--- config.mk ---
export PLATFORM = sky130hd
export DESIGN_NAME = mtsb_hasher
export DESIGN_NICKNAME = d
export VERILOG_FILES = /design/src/rtl/core/assert_macros.svh /design/src/rtl/core/mtsb_pkg.sv /design/src/rtl/core/mtsb_sha_core.sv /design/src/rtl/core/mtsb_hasher.sv
export SDC_FILE = /design/constraint.sdc
export NUM_CORES = 2
export LEC_CHECK = 0
export ABC_AREA = 1
export BUFFER_PORTS_ARGS = -buffer_cell sky130_fd_sc_hd__buf_2
export CORE_ASPECT_RATIO = 0.8
export CORE_MARGIN = 3
export CORE_UTILIZATION = 56
export CTS_BUF_LIST = sky130_fd_sc_hd__clkbuf_16
export CTS_CLUSTER_DIAMETER = 150
export DETAILED_ROUTE_END_ITERATION = 8
export PLACE_DENSITY_LB_ADDON = 0.12
export SYNTH_ARGS = -nofsm -noshare
export SYNTH_HDL_FRONTEND = slang
export SYNTH_HIERARCHICAL = 1
export SYNTH_SLANG_ARGS = --single-unit
--- constraint.sdc ---
create_clock -name clk -period 39.4 [get_ports clk]
set_input_delay 11.82 -clock clk [delete_from_list [all_inputs] [get_ports clk]]
set_output_delay 11.82 -clock clk [all_outputs]
set_load 0.02 [all_outputs]
--- src/rtl/core/assert_macros.svh ---
// Assertion macros used by the top level of the Merkle tree builder.
`ifndef ASSERT_MACROS_SVH
`define ASSERT_MACROS_SVH
// Same-cycle implication, checked outside reset.
`define ASSERT_IMPLIES(label, clk, rst, ante, cons) \
  label: assert property (@(posedge clk) disable iff (rst) (ante) |-> (cons)) \
    else $error("same-cycle implication failed");
// Next-cycle implication, checked outside reset.
`define ASSERT_NEXT(label, clk, rst, ante, cons) \
  label: assert property (@(posedge clk) disable iff (rst) (ante) |=> (cons)) \
    else $error("next-cycle implication failed");
`endif

--- src/rtl/core/mtsb_pkg.sv ---
// Shared types, constants and helper functions of the Merkle tree builder.
`timescale 1ns / 1ps
`default_nettype none
package mtsb_pkg;

  localparam logic [1:0] K_APPEND = 2'd0;
  localparam logic [1:0] K_FINISH = 2'd1;
  localparam logic [1:0] K_READ   = 2'd2;

  localparam logic [1:0] ST_OK    = 2'd0;
  localparam logic [1:0] ST_OVF   = 2'd1;
  localparam logic [1:0] ST_STORE = 2'd2;

  localparam logic [7:0] TAG_L = 8'h4C;
  localparam logic [7:0] TAG_P = 8'h50;
  localparam logic [7:0] TAG_R = 8'h52;
  localparam logic [31:0] TAG_HEAD = 32'h4F4E452D;

  localparam int CNT_W = 14;

  localparam logic [255:0] SHA_IV = {32'h6a09e667, 32'hbb67ae85, 32'h3c6ef372, 32'ha54ff53a,
                                     32'h510e527f, 32'h9b05688c, 32'h1f83d9ab, 32'h5be0cd19};

  localparam logic [31:0] SHA_K [64] = '{
    32'h428a2f98, 32'h71374491, 32'hb5c0fbcf, 32'he9b5dba5,
    32'h3956c25b, 32'h59f111f1, 32'h923f82a4, 32'hab1c5ed5,
    32'hd807aa98, 32'h12835b01, 32'h243185be, 32'h550c7dc3,
    32'h72be5d74, 32'h80deb1fe, 32'h9bdc06a7, 32'hc19bf174,
    32'he49b69c1, 32'hefbe4786, 32'h0fc19dc6, 32'h240ca1cc,
    32'h2de92c6f, 32'h4a7484aa, 32'h5cb0a9dc, 32'h76f988da,
    32'h983e5152, 32'ha831c66d, 32'hb00327c8, 32'hbf597fc7,
    32'hc6e00bf3, 32'hd5a79147, 32'h06ca6351, 32'h14292967,
    32'h27b70a85, 32'h2e1b2138, 32'h4d2c6dfc, 32'h53380d13,
    32'h650a7354, 32'h766a0abb, 32'h81c2c92e, 32'h92722c85,
    32'ha2bfe8a1, 32'ha81a664b, 32'hc24b8b70, 32'hc76c51a3,
    32'hd192e819, 32'hd6990624, 32'hf40e3585, 32'h106aa070,
    32'h19a4c116, 32'h1e376c08, 32'h2748774c, 32'h34b0bcb5,
    32'h391c0cb3, 32'h4ed8aa4a, 32'h5b9cca4f, 32'h682e6ff3,
    32'h748f82ee, 32'h78a5636f, 32'h84c87814, 32'h8cc70208,
    32'h90befffa, 32'ha4506ceb, 32'hbef9a3f7, 32'hc67178f2
  };

  typedef struct packed {
    logic       byte_valid;
    logic [7:0] byte_data;
    logic       fin_valid;
  } hs_ctl_t;

  typedef struct packed {
    logic byte_ready;
    logic fin_ready;
    logic done;
  } hs_stat_t;

  function automatic logic [7:0] le_byte(logic [63:0] v, logic [2:0] k);
    return v[8*k +: 8];
  endfunction

  function automatic logic [7:0] tag_byte(logic [7:0] c, logic [2:0] k);
    logic [7:0] b;
    unique case (k)
      3'd0: b = TAG_HEAD[31:24];
      3'd1: b = TAG_HEAD[23:16];
      3'd2: b = TAG_HEAD[15:8];
      3'd3: b = TAG_HEAD[7:0];
      3'd4: b = c;
      default: b = 8'h00;
    endcase
    return b;
  endfunction

endpackage
`default_nettype wire

--- src/rtl/core/mtsb_sha_core.sv ---
// SHA-256 compression unit that runs one round per cycle.
`timescale 1ns / 1ps
`default_nettype none
module mtsb_sha_core (
  input  logic         clk,
  input  logic         rst,
  input  logic         start,
  input  logic [511:0] blk,
  input  logic [255:0] h_in,
  output logic         done,
  output logic [255:0] h_out
);

  function automatic logic [31:0] rotr(logic [31:0] x, int n);
    return (x >> n) | (x << (32 - n));
  endfunction

  logic [31:0] w [16];
  logic [31:0] v [8];
  logic [5:0]  rnd;
  logic        busy;
  logic [31:0] t1, t2, w_new, s0, s1;

  always_comb begin
    t1 = v[7] + (rotr(v[4], 6) ^ rotr(v[4], 11) ^ rotr(v[4], 25))
         + ((v[4] & v[5]) ^ (~v[4] & v[6])) + mtsb_pkg::SHA_K[rnd] + w[0];
    t2 = (rotr(v[0], 2) ^ rotr(v[0], 13) ^ rotr(v[0], 22))
         + ((v[0] & v[1]) ^ (v[0] & v[2]) ^ (v[1] & v[2]));
    s0 = rotr(w[1], 7) ^ rotr(w[1], 18) ^ (w[1] >> 3);
    s1 = rotr(w[14], 17) ^ rotr(w[14], 19) ^ (w[14] >> 10);
    w_new = w[0] + s0 + w[9] + s1;
    for (int i = 0; i < 8; i++) begin
      h_out[255-32*i -: 32] = h_in[255-32*i -: 32] + v[i];
    end
  end

  always_ff @(posedge clk) begin
    if (rst) begin
      busy <= 1'b0;
      done <= 1'b0;
      rnd  <= '0;
    end else begin
      done <= busy && (rnd == 6'd63);
      if (start) begin
        busy <= 1'b1;
        rnd  <= '0;
      end else if (busy) begin
        rnd <= rnd + 6'd1;
        if (rnd == 6'd63) begin
          busy <= 1'b0;
        end
      end
    end
  end

  always_ff @(posedge clk) begin
    if (start) begin
      for (int i = 0; i < 16; i++) begin
        w[i] <= blk[511-32*i -: 32];
      end
      for (int i = 0; i < 8; i++) begin
        v[i] <= h_in[255-32*i -: 32];
      end
    end else if (busy) begin
      for (int i = 0; i < 15; i++) begin
        w[i] <= w[i+1];
      end
      w[15] <= w_new;
      v[7] <= v[6];
      v[6] <= v[5];
      v[5] <= v[4];
      v[4] <= v[3] + t1;
      v[3] <= v[2];
      v[2] <= v[1];
      v[1] <= v[0];
      v[0] <= t1 + t2;
    end
  end

endmodule
`default_nettype wire

--- src/rtl/core/mtsb_hasher.sv ---
// Byte-stream SHA-256 front end with block assembly and padding.
`timescale 1ns / 1ps
`default_nettype none
module mtsb_hasher (
  input  logic               clk,
  input  logic               rst,
  input  mtsb_pkg::hs_ctl_t  ctl,
  output mtsb_pkg::hs_stat_t stat,
  output logic [255:0]       digest
);

  localparam logic [1:0] H_IDLE  = 2'd0;
  localparam logic [1:0] H_START = 2'd1;
  localparam logic [1:0] H_WAIT  = 2'd2;
  localparam logic [1:0] H_DONE  = 2'd3;

  localparam logic [1:0] P_MARK = 2'd0;
  localparam logic [1:0] P_ZERO = 2'd1;
  localparam logic [1:0] P_LEN  = 2'd2;

  logic [1:0]                 st;
  logic [1:0]                 pstage;
  logic                       pad_on;
  logic                       last_blk;
  logic [5:0]                 fill;
  logic [mtsb_pkg::CNT_W-1:0] count;
  logic [255:0]               h;
  logic [511:0]               blk;
  logic                       eff_len;
  logic                       take;
  logic [7:0]                 bval;
  logic [63:0]                bits64;
  logic                       core_done;
  logic [255:0]               core_h;

  assign bits64  = 64'({count, 3'b000});
  assign eff_len = (pstage == P_LEN) || ((pstage == P_ZERO) && (fill == 6'd56));
  assign take    = (st == H_IDLE) && (pad_on || ctl.byte_valid);

  always_comb begin
    if (!pad_on) begin
      bval = ctl.byte_data;
    end else if (pstage == P_MARK) begin
      bval = 8'h80;
    end else if (eff_len) begin
      bval = bits64[8*(7 - fill[2:0]) +: 8];
    end else begin
      bval = 8'h00;
    end
  end

  assign stat.byte_ready = (st == H_IDLE) && !pad_on;
  assign stat.fin_ready  = (st == H_IDLE) && !pad_on;
  assign stat.done       = (st == H_DONE);
  assign digest          = h;

  mtsb_sha_core u_core (
    .clk   (clk),
    .rst   (rst),
    .start (st == H_START),
    .blk   (blk),
    .h_in  (h),
    .done  (core_done),
    .h_out (core_h)
  );

  always_ff @(posedge clk) begin
    if (rst) begin
      st       <= H_IDLE;
      pstage   <= P_MARK;
      pad_on   <= 1'b0;
      last_blk <= 1'b0;
      fill     <= '0;
      count    <= '0;
      h        <= mtsb_pkg::SHA_IV;
    end else begin
      unique case (st)
        H_IDLE: begin
          if (ctl.fin_valid && !pad_on) begin
            pad_on <= 1'b1;
            pstage <= P_MARK;
          end else if (take) begin
            fill <= fill + 6'd1;
            if (!pad_on) begin
              count <= count + 1'b1;
            end else if (pstage == P_MARK) begin
              pstage <= P_ZERO;
            end else if (eff_len) begin
              pstage <= P_LEN;
              if (fill == 6'd63) begin
                last_blk <= 1'b1;
              end
            end
            if (fill == 6'd63) begin
              st <= H_START;
            end
          end
        end
        H_START: st <= H_WAIT;
        H_WAIT: begin
          if (core_done) begin
            h  <= core_h;
            st <= last_blk ? H_DONE : H_IDLE;
          end
        end
        H_DONE: begin
          h        <= mtsb_pkg::SHA_IV;
          count    <= '0;
          pad_on   <= 1'b0;
          pstage   <= P_MARK;
          last_blk <= 1'b0;
          st       <= H_IDLE;
        end
      endcase
    end
  end

  always_ff @(posedge clk) begin
    if (take && !(ctl.fin_valid && !pad_on)) begin
      blk[8*(63 - fill) +: 8] <= bval;
    end
  end

endmodule
`default_nettype wire

==> results.json <==
{
  "synth.distinct_cells": 65,
  "critical_path.startpoint_type": "flop",
  "synth_top_area_share_pct": 40.77,
  "worst_setup_path_end_kind": "output port",
  "final-setup-viol-count": 0,
  "finalHoldViolations": 0,
  "hold_end": "count[12]$_SDFFE_PP0P_",
  "die_h_um": 373,
  "grt_start_max_net_pins": 216,
  "critical_path_arrival_ns": 2.13,
  "critical_path_class": "flop to output port",
  "clk-insertion-delay-late_ns": 0.85,
  "syn_area_per_cell_um2": 8.382,
  "dr.pass1.iters": 7,
  "seqCellArea_mm2": 0.04425,
  "vias_per_cell": 6.032,
  "vias": 82230,
  "achievable-frequency_mhz": 71.68,
  "outcome": "finished clean",
  "worst_slew_pin_slew_ns": 1.311,
  "most_used_flip_flop_cell_after_synthesis": "edfxtp_1",
  "grt_pass1_vias": 75880,
  "clock_sinks": 1570,
  "worstReg2RegEnd": "u_core/v[0][23]$_DFFE_PP_",
  "flow.area_growth_from_synthesis_pct": 8.577,
  "totalWireLength_um": 350700,
  "die_area_mm2": 0.1734,
  "die-width_um": 464.8,
  "yosys_warning_total": 6,
  "final_net_count": 11860,
  "netlist_top_cells_count": "nand2_1, edfxtp_1, inv_1",
  "clock-skew-final_ns": 0.07637,
  "max_cap_viol_count": 0,
  "dp_hpwl_um": 262300,
  "grt_use_total_pct": 39.45,
  "seq_area_frac_synth_pct": 46.93,
  "ff2ff_setup_slack_ns": 29.87,
  "rsz0062_at_grt": "no",
  "netlist_area_mm2": 0.09428,
  "tritoncts_buffer_count": 159,
  "multi_input_area_mm2": 0.04406,
  "routed_wire_length_per_instance_um": 25.73,
  "initial_standard_cell_utilization_of_the_core_pct": 56.46,
  "htree_num_levels": 4,
  "layout_min_cycle_time_ns": 13.95,
  "timing.final.max_slew_violations": 0,
  "start_point_of_the_worst_min_delay_path": "count[12]$_SDFFE_PP0P_",
  "final_weighted_congestion_of_routability_driven_global_placement": 1.016,
  "synth_fp_nets": 11850,
  "final_antenna_net_count": 0,
  "yosys.area.top_type": "edfxtp_1",
  "cts_tree": "done",
  "dominant_cells_by_area_after_synthesis": "edfxtp_1, nand2_1, dfxtp_1, ha_1, inv_1",
  "grt.overflow.total": 0,
  "nFillCells": 14660,
  "drt_drc_violations_left": 0,
  "worst_ep_required_time_ns": 27.58,
  "r2r_start": "u_core/rnd[1]$_SDFFE_PP0P_",
  "synth_enable_flop_cells": 1280,
  "relSlewSlack_pct": 12.58,
  "placeableCoreArea_mm2": 0.1670,
  "yosys_register_bits": 1570,
  "drive_above_1_share_pct": 6.332,
  "r2r_depth": 35,
  "buffer_ports.inserted": 270,
  "post-cts-setup-buffers": 0,
  "layout_worst_path_cycle_share_pct": 35.41,
  "grt_first_pass_wirelength_um": 506900,
  "holdCritPathClass": "flop to flop",
  "ctsLongestPathBuffers": 3,
  "critPathMaxFanout": 6,
  "synthMostInstantiatedCell": "nand2_1",
  "antenna_found_initial": 10,
  "asyncSetResetFlopFracSynth_pct": 0,
  "clock_edge_transition_at_the_registers_on_the_reported_setup_and_hold_paths_ns": 0.06,
  "fin_tns_setup_ns": 0,
  "rows": 134,
  "hold_depth": 2,
  "floorplan.io_pins": 271,
  "cts_root_buffer": "clkbuf_16",
  "post_synth_inst_count": 11250,
  "cts-hold-fix-buffers": 0,
  "post_cts_resize_count": 0,
  "first_iter_violations": 12560
}
[cell usage in the layout, fill, tap and decap left out, types with 11 or more instances in the layout]
| master | instances |
|---|---|
| nor3_1 | 127 |
| nand2_2 | 11 |
| o21ai_2 | 23 |
| o21bai_1 | 52 |
| nand4_1 | 48 |
| clkinv_2 | 28 |
| dfxtp_1 | 287 |
| inv_2 | 23 |
| or2_2 | 13 |
| fa_1 | 195 |
| nor2_1 | 1046 |
| xnor2_1 | 216 |
| a21oi_2 | 33 |
| o21ai_1 | 44 |
| o21ai_0 | 579 |
| buf_2 | 269 |
| buf_4 | 58 |
| edfxtp_1 | 1280 |
| nand3_2 | 13 |
| xor2_1 | 293 |
| a21o_1 | 54 |
| a31oi_1 | 44 |
| o221ai_1 | 19 |
| nand3_1 | 583 |
| bufinv_16 | 13 |
| o211ai_1 | 15 |
| nor2_2 | 17 |
| clkbuf_16 | 159 |
| clkinv_1 | 28 |
| a221oi_1 | 32 |
| o21a_1 | 13 |
| ha_1 | 395 |
| nand2_1 | 3521 |
| inv_1 | 1094 |
| clkinv_16 | 12 |
| nor4_1 | 12 |
| a21oi_1 | 600 |
[metrics by stage]
| stage | utilization (%) | hold WS, ns | cells | worst slack, ns | instance area (um^2) |
|---|---|---|---|---|---|
| after global placement | 58.15 | 0.4642 | 13340 | 24.81 | 97100 |
| after global routing | 61.30 | 0.5131 | 13630 | 25.33 | 102400 |
| after detailed placement | 58.15 | 0.4745 | 13340 | 24.78 | 97100 |
| after CTS | 61.30 | 0.4849 | 13630 | 25.41 | 102400 |
| final | 61.30 | 0.4874 | 13630 | 25.45 | 102400 |
| after floorplan | - | 0.4230 | 11250 | 20.63 | 94280 |
[flip-flops by register name, summed over array words and instances, names as in the netlist]
name,flops
blk,512
count,14
digest,256
fill,6
last_blk,1
pad_on,1
pstage,2
st,2
u_core/busy,1
u_core/done,1
u_core/rnd,6
u_core/v,256
u_core/w,512
[kinds of logic (layout without fill, tap and decap cells)]
kind of cell             Yosys count  in the layout  synth area share (%)
AND/OR/NAND/NOR                 5427           5427                 23.05
AO/OA/AOI/OAI                   1575           1575                 9.417
buffers and inverters           1572           1710                 6.439
flip-flops                      1570           1570                 46.93
adder cells (fa/ha/maj)          594            594                 9.433
XOR/XNOR                         510            510                 4.738
other                              0              3                     0
[per-layer routing]
metal  wire length [um]  up-vias  part of all wire [%]  track usage [%]
met3              47430      741                    14            10.74
met2             145300     5323                    41            56.22
met5                 24        -                0.0068                0
met4              14330        4                   4.1            13.76
li1                   -    36970                     -                -
met1             143600    39200                    41            57.82
[worst max-delay path: stages (launching register included)]
cell and delay (ns):
dfxtp_1 0.44, inv_1 0.13, ha_1 0.30, nand2_1 0.18, inv_1 0.10, buf_2 0.17
[layout make-up]
cell class,count,share of cell area [%]
multi-input cells,8106,43.04
well taps,2244,2.743
inverters,1087,4.015
repair buffers,332,1.838
diodes,3,0.007334
clock buffers,159,3.887
clock inverters,132,1.249
flip-flops and latches,1570,43.22
[how the worst max path moves through the flow]
stage	start	to	slack [ns]	cells after the start
final	st[0]$_SDFFE_PP0P_	stat[1]	25.45	5
after global routing	st[0]$_SDFFE_PP0P_	stat[1]	25.33	5
after CTS	st[0]$_SDFFE_PP0P_	stat[1]	25.41	5
after detailed placement	ctl[0]	blk[258]$_DFFE_PP_	24.78	10
after global placement	ctl[0]	blk[258]$_DFFE_PP_	24.81	10
after floorplan	st[1]$_SDFFE_PP0P_	u_core/v[0][0]$_DFFE_PP_	20.63	5
Power is left out: the tool's default activity adds up to more than one toggle a clock period on the data nets, which glitch-free logic cannot reach.
